==> config.mk <==
export PLATFORM = sky130hd
export DESIGN_NAME = lph_front
export DESIGN_NICKNAME = d
export VERILOG_FILES = /design/src/design/lph_pkg.sv /design/src/design/lph_front.sv
export SDC_FILE = /design/constraint.sdc
export NUM_CORES = 1
export LEC_CHECK = 0
export BUFFER_PORTS_ARGS = -buffer_cell sky130_fd_sc_hd__buf_2
export CAP_MARGIN = 25
export CORE_ASPECT_RATIO = 0.6
export CORE_MARGIN = 4
export CORE_UTILIZATION = 50
export DETAILED_ROUTE_END_ITERATION = 10
export PLACE_DENSITY_LB_ADDON = 0.25
export SYNTH_ARGS = -nofsm -noshare
export SYNTH_HDL_FRONTEND = slang
export SYNTH_SLANG_ARGS = --single-unit
==> constraint.sdc <==
create_clock -name clk -period 7.15 [get_ports clk]
set_input_delay 0.715 -clock clk [delete_from_list [all_inputs] [get_ports clk]]
set_output_delay 0.715 -clock clk [all_outputs]
set_load 0.03 [all_outputs]
==> src/design/lph_pkg.sv <==
// Package for the linear probe key table: widths, codes, states and the status bundle.
// No dependencies.
`timescale 1ns / 1ps
`default_nettype none
package lph_pkg;
  localparam int LOG2_SLOTS_MAX = 10;
  localparam int PHYS_SLOTS = 1 << LOG2_SLOTS_MAX;
  localparam int KEY_W = 64;
  localparam int HASH_W = 32;
  localparam int SLOT_W = LOG2_SLOTS_MAX;
  localparam int LG_W = 4;
  localparam int CNT_W = 10;
  localparam int Q_DEPTH = 2;
  localparam int ENT_W = KEY_W + HASH_W;

  typedef logic [SLOT_W-1:0] slot_t;

  typedef enum logic [1:0] {
    KIND_INSERT = 2'd0,
    KIND_QUERY  = 2'd1,
    KIND_REMOVE = 2'd2,
    KIND_CLEAR  = 2'd3
  } kind_t;

  typedef enum logic [2:0] {
    ST_OK    = 3'd0,
    ST_MISS  = 3'd1,
    ST_DUP   = 3'd2,
    ST_FULL  = 3'd3,
    ST_EMPTY = 3'd4
  } status_t;

  typedef enum logic [3:0] {
    S_IDLE,
    S_P_RD,
    S_P_CHK,
    S_R_RD,
    S_R_CHK,
    S_S_RD,
    S_S_CHK,
    S_CLR,
    S_OUT
  } bstate_t;

  // one classified operation handed from front to back
  typedef struct packed {
    kind_t            kind;
    logic             bad;      // null key or remove slot out of range
    logic [KEY_W-1:0] key;
    logic [HASH_W-1:0] hash;
    slot_t            start;    // probe start or remove slot
    slot_t            mask;
  } op_t;

  localparam int OP_W = $bits(op_t);
endpackage
`default_nettype wire

==> src/design/lph_front.sv <==
// Front end: accepts operations, masks the hash, flags null keys and remove slots beyond the mask.
// Depends on lph_pkg.
`timescale 1ns / 1ps
`default_nettype none
module lph_front (
  input  wire logic                         clk,
  input  wire logic                         rst,
  input  wire logic                         valid_in,
  output logic                              stall_in,
  input  wire logic [1:0]                   kind,
  input  wire logic [lph_pkg::KEY_W-1:0]    key,
  input  wire logic [lph_pkg::HASH_W-1:0]   probe_hash,
  input  wire logic [lph_pkg::SLOT_W-1:0]   slot_index,
  input  wire logic [lph_pkg::LG_W-1:0]     log2_slots,
  output logic                              q_valid,
  input  wire logic                         q_take,
  output lph_pkg::op_t                      q_op
);
  import lph_pkg::*;

  op_t             ent [Q_DEPTH];
  logic            rd_ptr;
  logic            wr_ptr;
  logic [1:0]      fill;
  logic            push;
  logic            pop;
  op_t             op_new;
  logic [LG_W-1:0] lg;
  slot_t           mask;

  always_comb begin
    lg = (log2_slots > LG_W'(LOG2_SLOTS_MAX)) ? LG_W'(LOG2_SLOTS_MAX) : log2_slots;
    mask = slot_t'((32'd1 << lg) - 32'd1);
    op_new.kind = kind_t'(kind);
    op_new.key = key;
    op_new.hash = probe_hash;
    op_new.mask = mask;
    if (kind_t'(kind) == KIND_REMOVE) begin
      op_new.start = slot_index;
      op_new.bad = slot_index > mask;
    end else begin
      op_new.start = slot_t'(probe_hash) & mask;
      op_new.bad = key == '0;
    end
  end

  assign stall_in = fill == 2'(Q_DEPTH);
  assign push = valid_in && !stall_in;
  assign q_valid = fill != 2'd0;
  assign pop = q_valid && q_take;
  assign q_op = ent[rd_ptr];

  always_ff @(posedge clk) begin
    if (rst) begin
      rd_ptr <= 1'b0;
      wr_ptr <= 1'b0;
      fill <= 2'd0;
    end else begin
      if (push) wr_ptr <= !wr_ptr;
      if (pop) rd_ptr <= !rd_ptr;
      fill <= fill + 2'(push) - 2'(pop);
    end
  end

  always_ff @(posedge clk) begin
    if (push) ent[wr_ptr] <= op_new;
  end

`ifndef SYNTHESIS
  a_fill_max: assert property (@(posedge clk) disable iff (rst) fill <= 2'(Q_DEPTH))
    else $error("queue overfilled");
  a_no_pop_empty: assert property (@(posedge clk) disable iff (rst) fill == 2'd0 |-> !pop)
    else $error("pop from empty queue");
  a_fill_track: assert property (@(posedge clk) disable iff (rst)
      push && !pop |=> fill == $past(fill) + 2'd1)
    else $error("fill count lost a push");
`endif
endmodule
`default_nettype wire

==> impl_metrics.json, run 1 <==
{
  "fillCellCount": 1327,
  "hold_violations": 0,
  "synth_compound_area_frac": 0.0167,
  "muxShareOfSynthArea": 0.142,
  "finalNetCount": 885,
  "clock_latency_ns": 0.50,
  "min_period_over_period": 0.492,
  "rows": 38,
  "synthXorXnorAreaFrac": 0.00460,
  "clkTransAtPathRegs_ns": 0.06,
  "cellPowerDensity_nw_per_um2": 373,
  "synth_top_family_by_area": "multiplexers",
  "die_area_um2": 21400,
  "skew_ns": 0.00720,
  "syn-num-nets": 636,
  "synth_fa_ha_area_frac": 0.0158,
  "cts_tree": "done",
  "required_ns": 6.43,
  "worst-setup-path-type": "flop to output pin",
  "cts_setup_buffers": 0,
  "synthTopCellsByArea": "edfxtp_1 75%, mux2_2 14%, ha_1 1.6%",
  "start_kind": "flop",
  "slew_viol_final": 0,
  "synth_edf_count": 238,
  "maxCapViolCount": 0,
  "syn_area_per_cell_um2": 18.7,
  "synthesis.instances": 508,
  "path_buf_inv": 2,
  "instances_no_fill": 1013,
  "ys_seq_area_frac": 0.761,
  "yosysWarnings": 0,
  "path_max_fanout": 63,
  "synth-async-reset-ratio": 0,
  "drt-total-wl_um": 20700,
  "peakVddDrop_uv": 241,
  "cts_root_buf": "clkbuf_16",
  "status": "finished, final reports clean",
  "dp.cells": 971,
  "yosysMostFrequentCell": "edfxtp_1",
  "grt_pass1_vias": 5734,
  "vias": 5376,
  "netlist_area_um2": 9520,
  "path_cells": "buf_4, mux2_2, buf_2",
  "detail-route-antenna-nets": 0,
  "initial_core_util": 0.519,
  "setup_viol": 0,
  "die_w_um": 186,
  "post_drt_wl_per_cell_um": 20.5,
  "drc": 0,
  "grt_pass1_wl_um": 31500,
  "n_antenna_cell": 0,
  "critPathMaxStageDelay_ns": 0.84,
  "ios": 237,
  "cts_resized": 0,
  "slew-limit-headroom": 0.434,
  "yosysTopAreaCellShare": 0.751,
  "reg2reg_from": "fill[0]",
  "grt_max_degree": 76,
  "power_leakage_nw": 4.42,
  "antenna_found_initial": 1,
  "viasPerCell": 5.31,
  "coreArea_um2": 18400,
  "hold_class": "input port to flop",
  "worst_slew_pin_slew_ns": 0.849,
  "cts_buffer_depth": 3,
  "synth-seq-cells": 243,
  "cts_inserted_buffers": 22,
  "grt_usage": 0.188,
  "critPathSlowestCell": "dfxtp_4",
  "first_pass_iters": 5,
  "areaGrowthSynthToFinish_pct": 23.7,
  "dp.final_hpwl_um": 14200,
  "tns_ns": 0,
  "cts_max_level": 1,
  "ys_types": 44,
  "yosys.area_share.simple": 0.0443,
  "finalPower_mw": 4.39,
  "crit_family": "buffers and inverters",
  "arrival_ns": 2.80,
  "drive_gt1_frac": 0.533,
  "cts_hold_buf": 0,
  "cts_sinks": 243,
  "synth_flop_cell": "edfxtp_1",
  "rsz0062_at_grt": "no",
  "globalplace.congestion": 0.805,
  "drt_iter0_markers": 332,
  "final_util": 0.642,
  "min_period_ns": 3.52,
  "numPortBuffers": 236,
  "synth_top_cell_by_area": "edfxtp_1",
  "synth_common_cells": "238 x edfxtp_1, 119 x mux2_2, 23 x nand2_1",
  "max_freq_ghz": 0.284,
  "crit_path_end_kind": "output pin",
  "chipHeight_um": 115,
  "hold_start": "probe_hash[16]",
  "grt_overflow": 0
}
==> final cells by class <==
cell class,instances,area (um2),area share
multi-input combinational,235,2140,0.182
timing repair buffer,243,1270,0.108
inverter,12,47.5,0.00404
clock inverter,10,123,0.0104
clock buffer,30,642,0.0545
tap,240,300,0.0255
sequential,243,7250,0.616
==> power breakdown <==
part           switching, mW  internal [mW]
clock                  0.492          0.737
combinational          0.832          0.434
sequential            0.0837           1.81
total                   1.41           2.98
==> final timing paths <==
| path | to | slack [ns] | cells after the start |
|---|---|---|---|
| max | q_op[113] | 3.63 | 3 |
| min | ent[1][36] | 0.41 | 1 |
| min reg2reg | flop | 0.53 | 2 |
| max reg2reg | ent[0][98] | 4.83 | 5 |
==> layer usage <==
metal	routed length [um]	vias up	GRT usage
li1	-	2479	-
met1	9130	2631	0.272
met2	9510	237	0.299
met3	1740	27	0.0452
met4	325	2	0.0315
met5	13	-	0
==> registers in the layout, summed over array words and instances, names as in the netlist, named ones only <==
name    cells
ent       238
fill        2
rd_ptr      1
wr_ptr      1
==> placed cells by master, fill, tap and decap left out, drive strengths merged, types with 5 or more instances in the layout <==
cell type and n:
buf 243, edfxtp 238, mux2 119, clkbuf 30, nand2 23, nor4 17
ha 12, inv 12, nor2 12, o21ai 10, clkinv 7, dfxtp 5
==> stage by stage <==
stage | instance area (um2) | setup slack (ns) | hold slack, ns
2_1_floorplan | 9520 | 0.798 | 0.481
3_3_place_gp | 11000 | 3.79 | 0.494
3_5_place_dp | 11000 | 3.59 | 0.510
4_1_cts | 11700 | 3.58 | 0.388
5_1_grt | 11800 | 3.47 | 0.388
6_report | 11800 | 3.63 | 0.408
==> logic make-up after synthesis <==
group / Yosys count
DFF: 243
muxes: 120
and+or+nand+nor: 75
buffers and inverters: 30
AOI/OAI and AO/OA: 23
adders and majority gates: 12
xor gates and xnor gates: 5
(Power assumes the default switching activity.)
==> run 2, diff against run 1 <==
--- a/config.mk
+++ b/config.mk
@@ -5,6 +5,7 @@
 export SDC_FILE = /design/constraint.sdc
 export NUM_CORES = 1
 export LEC_CHECK = 0
+export ABC_AREA = 1
 export BUFFER_PORTS_ARGS = -buffer_cell sky130_fd_sc_hd__buf_2
 export CAP_MARGIN = 25
 export CORE_ASPECT_RATIO = 0.6
==> constraint.sdc (replaced) <==
create_clock -name clk -period 3.6 [get_ports clk]
set_input_delay 0.36 -clock clk [delete_from_list [all_inputs] [get_ports clk]]
set_output_delay 0.36 -clock clk [all_outputs]
set_load 0.03 [all_outputs]
==> run 2 against run 1 <==
Synthesized cell count increased by 11%; final cell count grew 5.8%; sequential share of layout area decreased by 0.085 points; sequential cell count stayed put; largest power group unchanged; highest routed layer unchanged.
==> impl_metrics.json, run 2 <==
{
  "status": "finished, final reports clean",
  "die_w_um": 187,
  "ios": 237,
  "post_drt_wl_per_cell_um": 19.5,
  "muxShareOfSynthArea": 0.140,
  "power_leakage_nw": 4.53,
  "largest_register_ffs": 238,
  "synth_top_cell_by_area": "edfxtp_1",
  "n_antenna_cell": 0,
  "hold_class": "input port to flop",
  "setup_viol": 0,
  "hold_start": "probe_hash[17]",
  "gr-usage-met3": 0.0604,
  "p_sw_frac": 0.327,
  "top_usage_layer": "met2",
  "yosysTopAreaCellShare": 0.745,
  "start_kind": "flop",
  "yosys.area_share.simple": 0.0576,
  "syn-num-nets": 690,
  "dp.final_hpwl_um": 14600,
  "skew_ns": 0.0156,
  "final-seq-area_um2": 7250,
  "peakVddDrop_uv": 392,
  "final_util": 0.639,
  "multiInputGateArea_um2": 2180,
  "ys_types": 30,
  "synth_top_family_by_area": "multiplexers",
  "min_to": "ent[0][37]",
  "first_pass_iters": 4,
  "yosysWarnings": 0,
  "vias": 5665,
  "synth_compound_area_frac": 0.0103,
  "cts_resized": 0,
  "power.internal_mw": 5.67,
  "cts_hold_buf": 0,
  "viasPerCell": 5.28,
  "initial_core_util": 0.520,
  "fillCellCount": 1361,
  "drc": 0,
  "max_freq_ghz": 0.376,
  "cts_buffer_depth": 3,
  "r2r-end": "fill[1]",
  "cellPowerDensity_nw_per_um2": 715,
  "cts_sinks": 243,
  "grt_max_degree": 63,
  "worst_slew_pin_slew_ns": 0.811,
  "numPortBuffers": 236,
  "clkPwrFrac": 0.259,
  "clkTransAtPathRegs_ns": 0.06,
  "slew-limit-headroom": 0.459,
  "grt_pass1_wl_um": 31700,
  "synth_flop_cell": "edfxtp_1",
  "cts_max_level": 1,
  "min_period_over_period": 0.739,
  "cts_tree": "done",
  "maxCapViolCount": 0,
  "rows": 38,
  "final_cell_mix": "238 x edfxtp_1, 236 x buf_2, 119 x mux2_2, 59 x nand2_1, 32 x nor2_1",
  "path_buf_inv": 2,
  "worst-setup-path-type": "flop to output pin",
  "drt-total-wl_um": 20900,
  "synthTopCellsByArea": "edfxtp_1 74%, mux2_2 14%, nand2_1 2.3%",
  "cts_setup_buffers": 0,
  "min_period_ns": 2.66,
  "grt_pass1_vias": 5733,
  "final_common_cell": "edfxtp_1",
  "crit_path_end_kind": "output pin",
  "die_area_um2": 21500,
  "grt_overflow": 0,
  "rsz0062_at_grt": "no",
  "drt_iter0_markers": 372,
  "synthesis.instances": 562,
  "crit_family": "flip-flops",
  "min_path_cells": 1,
  "netlist_area_um2": 9600,
  "synth_fa_ha_area_frac": 0.0156,
  "synth_common_cells": "238 x edfxtp_1, 119 x mux2_2, 59 x nand2_1",
  "grtUsageMet2": 0.288,
  "detail-route-antenna-nets": 0,
  "required_ns": 3.24,
  "slew_viol_final": 0,
  "p_seq_frac": 0.446,
  "yosysMostFrequentCell": "edfxtp_1",
  "use_met1": 0.264,
  "synth_edf_count": 238,
  "drive_gt1_frac": 0.489,
  "critPathMaxStageDelay_ns": 0.76,
  "arrival_ns": 2.30,
  "synthXorXnorAreaFrac": 0.00261,
  "finalNetCount": 944,
  "antenna_found_initial": 2,
  "reg2reg_from": "fill[1]",
  "instances_no_fill": 1072,
  "synth-seq-cells": 243,
  "power.net_switching_mw": 2.75,
  "syn_area_per_cell_um2": 17.1,
  "chipHeight_um": 115,
  "critPathSlowestCell": "dfxtp_4",
  "path_cells": "buf_4, mux2_2, buf_2",
  "globalplace.congestion": 0.873,
  "combinationalPowerShare": 0.295,
  "ys_seq_area_frac": 0.755,
  "hold_violations": 0,
  "synth-async-reset-ratio": 0,
  "grt_usage": 0.186,
  "clock_latency_ns": 0.49,
  "cts_inserted_buffers": 23,
  "top_register": "ent",
  "coreArea_um2": 18400,
  "rrSetupSlack_ns": 1.73,
  "dp.cells": 1031,
  "areaGrowthSynthToFinish_pct": 22.8,
  "top_regs": "ent (238), fill (2)",
  "reg2regPathDepth": 8,
  "path_max_fanout": 47,
  "cts_root_buf": "clkbuf_16"
}
-- run 2: power groups by stage --
| stage | clock, mW | combinational, mW | sequential [mW] |
|---|---|---|---|
| 4_1_cts | 2.24 | 2.51 | 3.76 |
| 6_report | 2.18 | 2.49 | 3.75 |
| 5_1_grt | 2.35 | 2.64 | 3.79 |
| 3_5_place_dp | 0 | 2.50 | 3.82 |
| 3_3_place_gp | 0 | 2.47 | 3.79 |
| 2_1_floorplan | 0 | 1.82 | 3.76 |
-- run 2: area by class of cell --
class / instances / share of cell area
well taps: 240 / 0.0255
repair buffers: 244 / 0.107
multi-input cells: 274 / 0.185
clock inverters: 16 / 0.00807
clock buffers: 25 / 0.0495
inverters: 30 / 0.00955
flip-flops and latches: 243 / 0.615
-- run 2: worst max-delay path by stage --
stage	from	to	slack [ns]	cells after the start
after floorplan	fill[1]	ent[1][0]	-0.47	3
after global placement	log2_slots[3]	ent[0][116]	0.88	18
after detailed placement	log2_slots[3]	ent[1][116]	0.60	18
after CTS	flop	q_op[105]	0.90	3
after global routing	flop	q_op[105]	0.83	3
final	flop	q_op[105]	0.94	3
-- run 2: per-stage QoR --
step / setup slack [ns] / TNS (ns) / power (mW) / cell area (um2) / hold slack, ns
after floorplan: -0.475 / -110.96 / 5.59 / 9600 / 0.429
after global placement: 0.878 / 0 / 6.26 / 11100 / 0.461
after detailed placement: 0.596 / 0 / 6.32 / 11100 / 0.491
after CTS: 0.896 / 0 / 8.52 / 11800 / 0.0339
after global routing: 0.825 / 0 / 8.79 / 11800 / 0.0341
final: 0.938 / 0 / 8.42 / 11800 / 0.0546
-- run 2: metal layers --
layer  part of all wire  routed length (um)
met1               0.45                9300
met2               0.44                9120
met3              0.098                2050
met4              0.018                 365
met5            0.00096                  20
-- run 2: worst reg2reg max path, delay by kind of cell (launching register included) --
kind | cells | cell delay (ns)
adder cells (fa/ha/maj) | 2 | 0.49
flip-flops | 1 | 0.33
buffers and inverters | 2 | 0.13
AO/OA/AOI/OAI | 1 | 0.47
AND/OR/NAND/NOR | 2 | 0.19
XOR/XNOR | 1 | 0.15
-- run 2: kinds of logic after synthesis --
family                   after synthesis
flip-flops                           243
AND/OR/NAND/NOR                      124
multiplexers                         119
buffers and inverters                 45
AO/OA/AOI/OAI                         17
adder cells (fa/ha/maj)               12
XOR/XNOR                               2
==> run 3, diff against run 2 <==
--- a/config.mk
+++ b/config.mk
@@ -10,7 +10,7 @@
 export CAP_MARGIN = 25
 export CORE_ASPECT_RATIO = 0.6
 export CORE_MARGIN = 4
-export CORE_UTILIZATION = 50
+export CORE_UTILIZATION = 48
 export DETAILED_ROUTE_END_ITERATION = 10
 export PLACE_DENSITY_LB_ADDON = 0.25
 export SYNTH_ARGS = -nofsm -noshare
==> constraint.sdc (replaced) <==
create_clock -name clk -period 2.15 [get_ports clk]
set_input_delay 0.215 -clock clk [delete_from_list [all_inputs] [get_ports clk]]
set_output_delay 0.215 -clock clk [all_outputs]
set_load 0.03 [all_outputs]
==> run 3 against run 2 <==
Count of clock-buffer cells in the layout is 4 higher; clock skew is 0.0011 ns lower; register-to-register slack worse by 1.4 ns; global-route usage is 0.96 points higher; via count is 6.8% higher; core utilization is 3.4 points higher; final cell count is 13% higher; clock power is 69% higher.
==> impl_metrics.json, run 3 (same netlist as run 2, synthesis figures left out) <==
{
  "grt_max_degree": 69,
  "tns_ns": 0,
  "cts_tree": "done",
  "die_area_um2": 22400,
  "hold_violations": 0,
  "arrival_ns": 1.85,
  "dr_wl_met2_um": 10500,
  "min_period_ns": 2.06,
  "rsz0062_at_grt": "no",
  "setup_viol": 0,
  "grt_pass1_vias": 6397,
  "wl_met3_um": 1580,
  "final_cell_area_um2": 13000,
  "cts_buffer_depth": 3,
  "grt_usage": 0.196,
  "skew_ns": 0.0145,
  "dpl_cell_area_um2": 11300,
  "grt_overflow": 0,
  "post_drt_wl_per_cell_um": 18.5,
  "r2r-end": "fill[1]",
  "critPathSlowestCell": "dfxtp_4",
  "critPathMaxStageDelay_ns": 0.47,
  "drc": 0,
  "power_leakage_nw": 5.04,
  "rows": 39,
  "maxCapViolCount": 0,
  "status": "finished, final reports clean",
  "vias": 6049,
  "largest_register_ffs": 238,
  "worst_slew_pin_slew_ns": 0.400,
  "holdWs_ns": 0.0660,
  "drive_gt1_frac": 0.453,
  "start_kind": "flop",
  "coreArea_um2": 19300,
  "min_path_cells": 3,
  "min_to": "ent[0][11]",
  "reg2reg_from": "fill[0]",
  "clock_latency_ns": 0.50,
  "reg2regPathDepth": 9,
  "viasPerCell": 4.99,
  "final_cell_mix": "238 x edfxtp_1, 236 x buf_2, 119 x mux2_2, 99 x dlygate4sd3_1, 59 x nand2_1",
  "initial_core_util": 0.497,
  "detail-route-antenna-nets": 0,
  "ios": 237,
  "dp.final_hpwl_um": 14900,
  "cts_max_level": 1,
  "worst-setup-path-type": "flop to output pin",
  "top_register": "ent",
  "antenna_found_initial": 0,
  "cts_sinks": 243,
  "finalNetCount": 1059,
  "top_regs": "ent (238), fill (2)",
  "required_ns": 1.93,
  "chipHeight_um": 118,
  "cellPowerDensity_nw_per_um2": 1110,
  "hold_class": "input port to flop",
  "crit_family": "flip-flops",
  "peakVddDrop_uv": 727,
  "top_layer": "met4",
  "slew-limit-headroom": 0.731,
  "drt-total-wl_um": 22400,
  "wl_met1_um": 9910,
  "path_cells": "buf_12, mux2_2, buf_2",
  "slew_viol_final": 0,
  "final_common_cell": "edfxtp_1",
  "path_max_fanout": 46,
  "first_pass_iters": 4,
  "globalplace.congestion": 0.875,
  "cts_root_buf": "clkbuf_16",
  "areaGrowthSynthToFinish_pct": 35.5,
  "cts_inserted_buffers": 23,
  "clkTransAtPathRegs_ns": 0.06,
  "die_w_um": 191,
  "n_antenna_cell": 0,
  "crit_path_end_kind": "output pin",
  "finalPower_mw": 14.4,
  "rrSetupSlack_ns": 0.35,
  "hold_start": "slot_index[1]",
  "grt_pass1_wl_um": 35100,
  "drt_iter0_markers": 384,
  "path_buf_inv": 2,
  "numPortBuffers": 236,
  "min_period_over_period": 0.959,
  "max_freq_ghz": 0.485
}
run 3: changes by cell type in the layout (fill, tap and decap cells not counted), moves of 2 or more:
cell           before  now
clkbuf_1            2    6
clkinv_1           11    6
buf_4               6   17
dlygate4sd3_1       0   99
clkinv_2            3    5
buf_12              2    7
inv_1              27   25
inv_2               3    5
run 3: worst max-delay path by stage:
stage,endpoint,slack [ns],cells after the start
after floorplan,ent[1][0],-0.52,3
after global placement,ent[0][116],-0.15,18
after detailed placement,ent[1][116],-0.28,18
after CTS,q_op[58],0.04,3
after global routing,q_op[61],0.004,3
final,q_op[61],0.09,3
run 3: layout make-up:
class,count,area [um2]
repair buffers,359,2440
fillers,1352,6310
well taps,266,333
clock buffers,29,598
clock inverters,12,77.6
flip-flops and latches,243,7250
inverters,30,113
multi-input cells,274,2200
run 3: per-layer routing:
| layer | GRT usage | vias to the layer above |
|---|---|---|
| met3 | 0.0445 | 34 |
| li1 | - | 2837 |
| met2 | 0.315 | 214 |
| met1 | 0.276 | 2964 |
| met4 | 0.0413 | 0 |
| met5 | 0 | - |
run 3: through the flow:
step / std cells / setup WS, ns / util
floorplan: 562 / -0.517 / -
CTS: 1213 / 0.0446 / 0.673
global placement: 1073 / -0.147 / 0.587
detailed placement: 1073 / -0.278 / 0.587
finish: 1213 / 0.0876 / 0.673
global route: 1213 / 0.00404 / 0.673
run 3: timing repair:
action	CTS	global route
endpoints found under the hold margin	201	0
gates resized for setup	0	0
hold buffers	99	0
buffers inserted	0	0
run 3: worst reg2reg max path, delay by kind of cell, from the launching register on:
family                   cells  cell delay, ns
adder cells (fa/ha/maj)      2            0.45
AND/OR/NAND/NOR              4            0.64
XOR/XNOR                     1            0.18
buffers and inverters        2            0.10
flip-flops                   1            0.35
run 3: power breakdown:
part | switching [mW] | leakage, nW | internal [mW]
logic | 2.91 | 2.45 | 1.61
registers | 0.192 | 2.26 | 6.03
clock network | 1.60 | 0.334 | 2.08
total | 4.70 | 5.04 | 9.72
